File: config.mk
export PLATFORM = sky130hd
export DESIGN_NAME = gzip_stored_block_framer_core
export DESIGN_NICKNAME = d
export VERILOG_FILES = /design/src/hdl/gsbf_pkg.sv /design/src/hdl/gsbf_queue.sv /design/src/hdl/gsbf_front.sv /design/src/hdl/gsbf_back.sv /design/src/hdl/gzip_stored_block_framer_core.sv
export SDC_FILE = /design/constraint.sdc
export NUM_CORES = 1
export LEC_CHECK = 0
export BUFFER_PORTS_ARGS = -buffer_cell sky130_fd_sc_hd__buf_2
export CAP_MARGIN = 20
export CORE_MARGIN = 2
export CORE_UTILIZATION = 44
export CTS_BUF_LIST = sky130_fd_sc_hd__clkbuf_16
export DETAILED_ROUTE_END_ITERATION = 10
export PLACE_DENSITY = 0.73
export SKIP_LAST_GASP = 1
export SYNTH_ARGS = -nofsm -noshare
export SYNTH_HDL_FRONTEND = slang
export SYNTH_SLANG_ARGS = --single-unit
File: constraint.sdc
create_clock -name clk -period 3.8 [get_ports clk]
set_input_delay 0.95 -clock clk [delete_from_list [all_inputs] [get_ports clk]]
set_output_delay 0.95 -clock clk [all_outputs]
set_load 0.005 [all_outputs]
File: src/hdl/gsbf_pkg.sv
// Shared types, constants and the CRC-32 byte function of the gzip stored-block framer.
`timescale 1ns / 1ps
package gsbf_pkg;

  localparam logic [1:0] REQ_BLOCK = 2'd0;
  localparam logic [1:0] REQ_DATA  = 2'd1;
  localparam logic [1:0] REQ_END   = 2'd2;

  localparam logic [31:0] CRC_POLY = 32'hEDB8_8320;
  localparam logic [31:0] ALL_ONES = 32'hFFFF_FFFF;

  localparam logic [7:0] OS_CODE_RST = 8'h03;
  localparam logic [7:0] GZ_ID1      = 8'h1F;
  localparam logic [7:0] GZ_ID2      = 8'h8B;
  localparam logic [7:0] GZ_CM       = 8'h08;

  // Byte positions inside a full member frame: gzip header, stored header, trailer.
  localparam int POS_W = 5;
  localparam logic [POS_W-1:0] POS_ID1       = 5'd0;
  localparam logic [POS_W-1:0] POS_ID2       = 5'd1;
  localparam logic [POS_W-1:0] POS_CM        = 5'd2;
  localparam logic [POS_W-1:0] POS_OS        = 5'd9;
  localparam logic [POS_W-1:0] POS_BFINAL    = 5'd10;
  localparam logic [POS_W-1:0] POS_LEN_LO    = 5'd11;
  localparam logic [POS_W-1:0] POS_LEN_HI    = 5'd12;
  localparam logic [POS_W-1:0] POS_NLEN_LO   = 5'd13;
  localparam logic [POS_W-1:0] POS_NLEN_HI   = 5'd14;
  localparam logic [POS_W-1:0] POS_CRC0      = 5'd15;
  localparam logic [POS_W-1:0] POS_CRC1      = 5'd16;
  localparam logic [POS_W-1:0] POS_CRC2      = 5'd17;
  localparam logic [POS_W-1:0] POS_CRC3      = 5'd18;
  localparam logic [POS_W-1:0] POS_CNT0      = 5'd19;
  localparam logic [POS_W-1:0] POS_CNT1      = 5'd20;
  localparam logic [POS_W-1:0] POS_CNT2      = 5'd21;
  localparam logic [POS_W-1:0] POS_CNT3      = 5'd22;

  localparam int Q_DEPTH = 4;
  localparam int Q_AW    = $clog2(Q_DEPTH);
  localparam int Q_CW    = $clog2(Q_DEPTH + 1);

  typedef enum logic [1:0] {
    CMD_ERR   = 2'd0,
    CMD_DATA  = 2'd1,
    CMD_BLOCK = 2'd2,
    CMD_END   = 2'd3
  } cmd_kind_t;

  typedef struct packed {
    cmd_kind_t   kind;
    logic        need_hdr;
    logic        need_blk;
    logic        fin;
    logic [15:0] len;
    logic [7:0]  data;
    logic [31:0] crc;
    logic [31:0] total;
  } cmd_t;

  function automatic logic [31:0] crc_byte(input logic [31:0] c, input logic [7:0] b);
    logic [31:0] x;
    x = c ^ {24'h0, b};
    for (int j = 0; j < 8; j++) begin
      x = x[0] ? ((x >> 1) ^ CRC_POLY) : (x >> 1);
    end
    return x;
  endfunction

endpackage

File: src/hdl/gsbf_queue.sv
// Command queue between the classifying front end and the byte sequencer.
`timescale 1ns / 1ps
module gsbf_queue import gsbf_pkg::*; (
  input  logic clk,
  input  logic rst_n,
  input  logic push_valid,
  input  cmd_t push_cmd,
  output logic full,
  input  logic pop,
  output logic empty,
  output cmd_t head
);

  cmd_t            mem_r [Q_DEPTH];
  logic [Q_AW-1:0] wr_ptr_r, wr_ptr_nxt;
  logic [Q_AW-1:0] rd_ptr_r, rd_ptr_nxt;
  logic [Q_CW-1:0] count_r, count_nxt;

  assign full  = (count_r == Q_CW'(Q_DEPTH));
  assign empty = (count_r == '0);
  assign head  = mem_r[rd_ptr_r];

  always_comb begin
    wr_ptr_nxt = wr_ptr_r;
    rd_ptr_nxt = rd_ptr_r;
    count_nxt  = count_r;
    if (push_valid) begin
      wr_ptr_nxt = wr_ptr_r + 1'b1;
    end
    if (pop) begin
      rd_ptr_nxt = rd_ptr_r + 1'b1;
    end
    if (push_valid && !pop) begin
      count_nxt = count_r + 1'b1;
    end else if (!push_valid && pop) begin
      count_nxt = count_r - 1'b1;
    end
  end

  always_ff @(posedge clk) begin
    if (!rst_n) begin
      wr_ptr_r <= '0;
      rd_ptr_r <= '0;
      count_r  <= '0;
    end else begin
      wr_ptr_r <= wr_ptr_nxt;
      rd_ptr_r <= rd_ptr_nxt;
      count_r  <= count_nxt;
    end
  end

  always_ff @(posedge clk) begin
    if (push_valid) begin
      mem_r[wr_ptr_r] <= push_cmd;
    end
  end

  a_no_push_full: assert property (@(posedge clk) disable iff (!rst_n)
    push_valid |-> !full) else $error("push into full queue");
  a_no_pop_empty: assert property (@(posedge clk) disable iff (!rst_n)
    pop |-> !empty) else $error("pop from empty queue");

endmodule

File: src/hdl/gsbf_front.sv
// Front end: accepts input words, checks their order, keeps member state and queues commands.
`timescale 1ns / 1ps
module gsbf_front import gsbf_pkg::*; (
  input  logic        clk,
  input  logic        rst_n,
  input  logic        in_valid,
  output logic        in_ready,
  input  logic [1:0]  in_req_type,
  input  logic [7:0]  in_data_byte,
  input  logic [15:0] in_block_length,
  input  logic        in_final_block,
  input  logic        q_full,
  output logic        push_valid,
  output cmd_t        push_cmd
);

  logic [31:0] crc_r, crc_nxt;
  logic [31:0] total_r, total_nxt;
  logic [15:0] left_r, left_nxt;
  logic        hdr_sent_r, hdr_sent_nxt;
  logic        fin_seen_r, fin_seen_nxt;
  logic        ok;
  logic        acc;

  assign in_ready   = !q_full;
  assign acc        = in_valid && in_ready;
  assign push_valid = acc;

  always_comb begin
    unique case (in_req_type)
      REQ_BLOCK: ok = (left_r == '0) && !fin_seen_r;
      REQ_DATA:  ok = (left_r != '0);
      REQ_END:   ok = (left_r == '0);
      default:   ok = 1'b0;
    endcase
  end

  always_comb begin
    push_cmd          = '0;
    push_cmd.need_hdr = !hdr_sent_r;
    push_cmd.data     = in_data_byte;
    push_cmd.crc      = crc_r ^ ALL_ONES;
    push_cmd.total    = total_r;
    if (!ok) begin
      push_cmd.kind = CMD_ERR;
    end else begin
      unique case (in_req_type)
        REQ_BLOCK: begin
          push_cmd.kind     = CMD_BLOCK;
          push_cmd.need_blk = 1'b1;
          push_cmd.fin      = in_final_block;
          push_cmd.len      = in_block_length;
        end
        REQ_DATA: begin
          push_cmd.kind = CMD_DATA;
        end
        default: begin
          // empty final block when the stream had none
          push_cmd.kind     = CMD_END;
          push_cmd.need_blk = !fin_seen_r;
          push_cmd.fin      = 1'b1;
          push_cmd.len      = '0;
        end
      endcase
    end
  end

  always_comb begin
    crc_nxt      = crc_r;
    total_nxt    = total_r;
    left_nxt     = left_r;
    hdr_sent_nxt = hdr_sent_r;
    fin_seen_nxt = fin_seen_r;
    if (acc && ok) begin
      unique case (in_req_type)
        REQ_BLOCK: begin
          hdr_sent_nxt = 1'b1;
          left_nxt     = in_block_length;
          fin_seen_nxt = fin_seen_r || in_final_block;
        end
        REQ_DATA: begin
          crc_nxt   = crc_byte(crc_r, in_data_byte);
          total_nxt = total_r + 32'd1;
          left_nxt  = left_r - 16'd1;
        end
        default: begin
          crc_nxt      = ALL_ONES;
          total_nxt    = '0;
          left_nxt     = '0;
          hdr_sent_nxt = 1'b0;
          fin_seen_nxt = 1'b0;
        end
      endcase
    end
  end

  always_ff @(posedge clk) begin
    if (!rst_n) begin
      crc_r      <= ALL_ONES;
      total_r    <= '0;
      left_r     <= '0;
      hdr_sent_r <= 1'b0;
      fin_seen_r <= 1'b0;
    end else begin
      crc_r      <= crc_nxt;
      total_r    <= total_nxt;
      left_r     <= left_nxt;
      hdr_sent_r <= hdr_sent_nxt;
      fin_seen_r <= fin_seen_nxt;
    end
  end

  a_end_rearms: assert property (@(posedge clk) disable iff (!rst_n)
    (acc && ok && in_req_type == REQ_END) |=>
      (!hdr_sent_r && !fin_seen_r && left_r == '0 && total_r == '0))
    else $error("member state not rearmed after stream end");
  a_final_has_hdr: assert property (@(posedge clk) disable iff (!rst_n)
    fin_seen_r |-> hdr_sent_r) else $error("final block without gzip header");

endmodule

File: src/hdl/gsbf_back.sv
// Back end: walks the queued command byte by byte into the output register.
`timescale 1ns / 1ps
module gsbf_back import gsbf_pkg::*; (
  input  logic       clk,
  input  logic       rst_n,
  input  logic       q_empty,
  input  cmd_t       head,
  output logic       pop,
  input  logic [7:0] os_code,
  output logic       out_valid,
  input  logic       out_ready,
  output logic [7:0] out_byte,
  output logic       out_last_of_run,
  output logic       out_status
);

  logic             out_valid_r, out_valid_nxt;
  logic [7:0]       out_byte_r, out_byte_nxt;
  logic             out_last_r, out_last_nxt;
  logic             out_status_r, out_status_nxt;
  logic             started_r, started_nxt;
  logic [POS_W-1:0] pos_r, pos_nxt;
  logic [POS_W-1:0] start_pos, pos, next_pos;
  logic             adv, emit, last;
  logic [7:0]       frame_byte;

  assign adv  = !out_valid_r || out_ready;
  assign emit = adv && !q_empty;
  assign pop  = emit && last;

  assign start_pos = head.need_hdr ? POS_ID1 : (head.need_blk ? POS_BFINAL : POS_CRC0);
  assign pos       = started_r ? pos_r : start_pos;
  assign next_pos  = (pos == POS_OS) ? (head.need_blk ? POS_BFINAL : POS_CRC0)
                                     : pos + 1'b1;

  always_comb begin
    unique case (head.kind)
      CMD_BLOCK: last = (pos == POS_NLEN_HI);
      CMD_END:   last = (pos == POS_CNT3);
      default:   last = 1'b1;
    endcase
  end

  always_comb begin
    unique case (pos)
      POS_ID1:     frame_byte = GZ_ID1;
      POS_ID2:     frame_byte = GZ_ID2;
      POS_CM:      frame_byte = GZ_CM;
      POS_OS:      frame_byte = os_code;
      POS_BFINAL:  frame_byte = {7'h0, head.fin};
      POS_LEN_LO:  frame_byte = head.len[7:0];
      POS_LEN_HI:  frame_byte = head.len[15:8];
      POS_NLEN_LO: frame_byte = ~head.len[7:0];
      POS_NLEN_HI: frame_byte = ~head.len[15:8];
      POS_CRC0:    frame_byte = head.crc[7:0];
      POS_CRC1:    frame_byte = head.crc[15:8];
      POS_CRC2:    frame_byte = head.crc[23:16];
      POS_CRC3:    frame_byte = head.crc[31:24];
      POS_CNT0:    frame_byte = head.total[7:0];
      POS_CNT1:    frame_byte = head.total[15:8];
      POS_CNT2:    frame_byte = head.total[23:16];
      POS_CNT3:    frame_byte = head.total[31:24];
      default:     frame_byte = 8'h00;
    endcase
  end

  always_comb begin
    out_valid_nxt  = out_valid_r;
    out_byte_nxt   = out_byte_r;
    out_last_nxt   = out_last_r;
    out_status_nxt = out_status_r;
    started_nxt    = started_r;
    pos_nxt        = pos_r;
    if (adv) begin
      out_valid_nxt = !q_empty;
    end
    if (emit) begin
      out_last_nxt   = last;
      out_status_nxt = (head.kind == CMD_ERR);
      unique case (head.kind)
        CMD_ERR:  out_byte_nxt = 8'h00;
        CMD_DATA: out_byte_nxt = head.data;
        default:  out_byte_nxt = frame_byte;
      endcase
      started_nxt = !last;
      pos_nxt     = next_pos;
    end
  end

  always_ff @(posedge clk) begin
    if (!rst_n) begin
      out_valid_r <= 1'b0;
      started_r   <= 1'b0;
    end else begin
      out_valid_r <= out_valid_nxt;
      started_r   <= started_nxt;
    end
  end

  always_ff @(posedge clk) begin
    out_byte_r   <= out_byte_nxt;
    out_last_r   <= out_last_nxt;
    out_status_r <= out_status_nxt;
    pos_r        <= pos_nxt;
  end

  assign out_valid       = out_valid_r;
  assign out_byte        = out_byte_r;
  assign out_last_of_run = out_last_r;
  assign out_status      = out_status_r;

  a_err_single: assert property (@(posedge clk) disable iff (!rst_n)
    (out_valid_r && out_status_r) |-> (out_last_r && out_byte_r == 8'h00))
    else $error("error word not a single zero byte");
  a_run_needs_cmd: assert property (@(posedge clk) disable iff (!rst_n)
    started_r |-> !q_empty) else $error("run in progress with empty queue");

endmodule

File: src/hdl/gzip_stored_block_framer_core.sv
// Top level of the gzip stored-block framer: front end, command queue, byte sequencer.
`timescale 1ns / 1ps
// Each input word is checked and folded into the member state (CRC-32, byte count,
// open block length) in the cycle it is accepted, and a command goes into a four-entry
// queue; the sequencer then sends one output byte per cycle while out_ready is high.
// A data word costs one output word, so data streams at one byte per clock when the
// output is not stalled. A block start produces 5 bytes (15 with the gzip header) and
// a stream end 8 to 23 bytes, one per cycle; the front keeps accepting words until the
// queue fills. A misordered word yields one zero byte with status set and changes no
// state. The OS byte register should be written only while no output is pending.
module gzip_stored_block_framer_core import gsbf_pkg::*; (
  input  logic        clk,
  input  logic        rst_n,
  input  logic        in_valid,
  output logic        in_ready,
  input  logic [1:0]  in_req_type,
  input  logic [7:0]  in_data_byte,
  input  logic [15:0] in_block_length,
  input  logic        in_final_block,
  output logic        out_valid,
  input  logic        out_ready,
  output logic [7:0]  out_byte,
  output logic        out_last_of_run,
  output logic        out_status,
  input  logic        cfg_valid,
  output logic        cfg_ready,
  input  logic [7:0]  cfg_os_code
);

  logic [7:0] os_code_r;
  logic       push_valid;
  cmd_t       push_cmd;
  logic       q_full;
  logic       q_empty;
  logic       pop;
  cmd_t       head;

  assign cfg_ready = 1'b1;

  always_ff @(posedge clk) begin
    if (!rst_n) begin
      os_code_r <= OS_CODE_RST;
    end else if (cfg_valid && cfg_ready) begin
      os_code_r <= cfg_os_code;
    end
  end

  gsbf_front u_front (
    .clk             (clk),
    .rst_n           (rst_n),
    .in_valid        (in_valid),
    .in_ready        (in_ready),
    .in_req_type     (in_req_type),
    .in_data_byte    (in_data_byte),
    .in_block_length (in_block_length),
    .in_final_block  (in_final_block),
    .q_full          (q_full),
    .push_valid      (push_valid),
    .push_cmd        (push_cmd)
  );

  gsbf_queue u_queue (
    .clk        (clk),
    .rst_n      (rst_n),
    .push_valid (push_valid),
    .push_cmd   (push_cmd),
    .full       (q_full),
    .pop        (pop),
    .empty      (q_empty),
    .head       (head)
  );

  gsbf_back u_back (
    .clk             (clk),
    .rst_n           (rst_n),
    .q_empty         (q_empty),
    .head            (head),
    .pop             (pop),
    .os_code         (os_code_r),
    .out_valid       (out_valid),
    .out_ready       (out_ready),
    .out_byte        (out_byte),
    .out_last_of_run (out_last_of_run),
    .out_status      (out_status)
  );

endmodule
==> results.md <==
- DIE AREA: 48910 µm²
- Pin count of the biggest net entering global routing: just under 60
- Worst Hold Class: reg -> reg
- Final setup margin: 0.2688 ns
- Power Internal: 11.50 mW
- RePlAce Congestion: just under 0.9
- Post-DP Area: ~22000 µm²
- Residual DRC: 0
- First DRT Iteration DRCs: 1213
- Total power: 17.14 mW
- Final Instance Area: 23380 µm²
- Initial antenna violation count: 1
- Clock sink count: a little under 500
- Period utilisation layout: 92.93%
- Syn-to-layout area delta: 12.70%
- Sw Share: between 30% and 40%
- Initial Util: 44.57%
- Synth Instances: 1387
- Relative slew slack: approximately 40%
- Synth Flop Type: edfxtp_1
- Post-synth EDFFs: around 390
- Drt pass-1 iters: 5
- Drt total wl: 49130 µm
- Status: completed
- # nets final: around 1500
- Antenna diodes: 0
- Die width: 221.2 µm
- Max cap viols: 0
- Core Rows: between 70 and 80
- Total CTS buffers: 49
- Power Dens Cells: 733.1 nW/µm²
- Skew final: 0.01376 ns
- Max frequency: 283.2 MHz
- FF-to-FF setup slack: 0.27 ns
- Worst-margin pin slew: a little over 0.9 ns
- Post-synthesis register bit count: 488
- All-layer global routing usage: 19.98%
- Final Hold Fails: 0
- Pre-CTS setup slack: ~0.20 ns
- First-pass GRT wire length: 74620 µm
- H-Tree Depth: 2
- Buffers on Ports: slightly above 50
- Leakage power: just over 8 nW
- Yosys warns: 0
- Combinational share of power: 31.8%
- Clock power share: between 20% and 30%
- Core area: 46560 µm²
- Cell variety after synth: 78
- CP required: around 4.1 ns
- Syn_nets: 1440
- Vias in the first global route: 12095
- Critical path peak fanout: 18
- CP arrival: just under 4 ns
- Worst IR Drop VDD: just over 0.5 mV
- CTS clk-pin slew, worst paths: about 0.060 ns
- Post-route ant nets: 0
- Endpoints failing setup: 0
- CTS root buffer: clkbuf_16
- Setup TNS: 0 ns
- Via count: 12293
- Mean Syn Cell Area: 14.96 µm²
- Netlist Area Pre-Place: 20750 µm²
- Die height: 221.2 µm
- Post-DP HPWL: roughly 33000 µm
- Hold buffer count at cts: 0
- Worst-Skew Late Latency: just under 0.6 ns
- Seq pwr share: 41.1%
- # IOs: 53
- Via-to-Cell Ratio: a little under 6
- Longest Clk Path Bufs: 3
- CP Launch Type: register
- Register area share after synthesis: between 60% and 70%
- Net Sw Power: 5.646 mW
- RSZ-0062 raised after global routing: false
- Fin util: 50.23%
- Routed len/inst: 23.36 µm
- CTS tree: yes
- Share of layout cells above drive strength 1: between 10% and 20%
- Endpoint class of the critical path: register
- Kind of critical path: reg -> reg
- Final Max Tran Viols: 0
- Aggregate global routing overflow: 0
- Synth async-reset ratio: 0%
- Post-route minimum period: approximately 3.5 ns
logic make-up (layout without fill, tap and decap cells):
group | Yosys count | count (layout) | share of synthesized area, %
AO/OA/AOI/OAI | 231 | 231 | 7.646
AND/OR/NAND/NOR | 296 | 296 | 7.338
other | 1 | 1 | 0.01807
flip-flops | 488 | 488 | 65.75
buffers and inverters | 142 | 251 | 2.973
adder cells (fa/ha/maj) | 13 | 13 | 0.8201
multiplexers | 117 | 117 | 11.14
XOR/XNOR | 99 | 99 | 4.317
synthesized netlist by cell type, types with 7 or more instances:
master	count	area (µm²)
a21oi_1	58	290.3
a22oi_1	19	142.6
a31oi_1	7	43.79
a32oi_1	12	105.1
and2_1	28	175.2
and3_1	14	87.58
buf_2	25	125.1
clkbuf_1	43	161.4
dfxtp_1	101	2022
edfxtp_1	387	11620
ha_1	12	150.1
inv_1	59	221.5
mux2i_1	25	250.2
mux4_2	91	2049
nand2_1	57	214.0
nand2b_1	7	43.79
nand3_1	17	85.08
nand4_1	15	93.84
nor2_1	85	319.1
nor3_1	30	150.1
o2111ai_1	12	105.1
o211ai_1	17	127.6
o21ai_0	34	170.2
o22ai_1	18	112.6
o31ai_1	10	75.07
or3_1	12	75.07
xnor2_1	69	604.3
xor2_1	27	236.5
power by group through the flow:
stage               clock network, mW  registers, mW  logic (mW)
global route                     4.94           7.10        5.93
detailed placement                  0           7.15        5.41
global placement                    0           7.10        5.35
finish                           4.64           7.05        5.46
CTS                              4.70           7.04        5.44
floorplan                           0           7.02        3.87
registers in the layout, summed over array words and instances, names as in the netlist, 3 cells and up, named ones only:
signal	flops
u_back.pos_r	5
os_code_r	8
u_front.crc_r	32
u_queue.count_r	3
u_front.left_r	16
u_front.total_r	32
u_back.out_byte	8
u_queue.mem_r	372
critical path, stage by stage, from the launching register on:
cell and delay [ns]:
dfxtp_4 0.39, mux2i_2 0.30, a22o_1 0.26, nand3_1 0.15
nand2_1 0.17, inv_1 0.08, ha_1 0.20, buf_4 0.21
and2_1 0.32, a22oi_1 0.38, nand4_1 0.29, nor3_1 0.35
a21oi_1 0.15
stage by stage:
| stage | hold slack (ns) | std cells |
|---|---|---|
| floorplan | 0.4367 | 1387 |
| global placement | 0.4518 | 2011 |
| detailed placement | 0.4746 | 2011 |
| CTS | 0.4824 | 2103 |
| global route | 0.5025 | 2103 |
| finish | 0.4818 | 2103 |
per-layer routing:
layer	global-route usage (%)	share of wire (%)
met2	30.74	47
met3	3.944	7.6
met1	28.54	43
met4	6.885	3.1
met5	0	0
cells in the final DEF, fill, tap and decap left out, drive strengths merged, types with 4 or more instances in the layout:
master     n
buf       99
a32oi     12
nand3     17
inv       75
o2111ai   15
edfxtp   387
nand4     16
a22o       4
a21o       4
dfxtp    101
mux4      91
clkinv    23
ha        12
xor2      28
a22oi     19
xnor2     70
and3      14
and4       5
nand2     57
bufinv     4
o21ai     37
mux2i     25
nand2b     7
or3       12
o31ai     10
a21oi     59
nor2      85
and2      28
nor3      32
nor2b      5
a211oi     5
o211ai    17
o22ai     18
clkbuf    49
a31oi      7
nor4       6
cell type report:
| class | count | area [µm²] |
|---|---|---|
| repair buffers | 99 | 665.6 |
| well taps | 607 | 759.5 |
| clock buffers | 49 | 1226 |
| fillers | 3804 | 23170 |
| multi-input cells | 757 | 6535 |
| clock inverters | 43 | 322.8 |
| inverters | 60 | 225.2 |
| flip-flops and latches | 488 | 13650 |
repair_timing:
action	4_1_cts	5_1_grt
setup buffers	0	0
resized for setup	0	3
setup endpoints to repair	0	1
path summary, 6_finish.rpt:
kind | cells past startpoint | start | end
setup / recovery | 12 | register | u_back.out_byte[5]
hold / removal | 2 | u_back.out_valid | u_back.out_valid
setup reg to reg | 12 | register | u_back.out_byte[5]
hold reg to reg | 2 | u_back.out_valid | u_back.out_valid
Note: power is estimated with default switching activity, not from simulation.
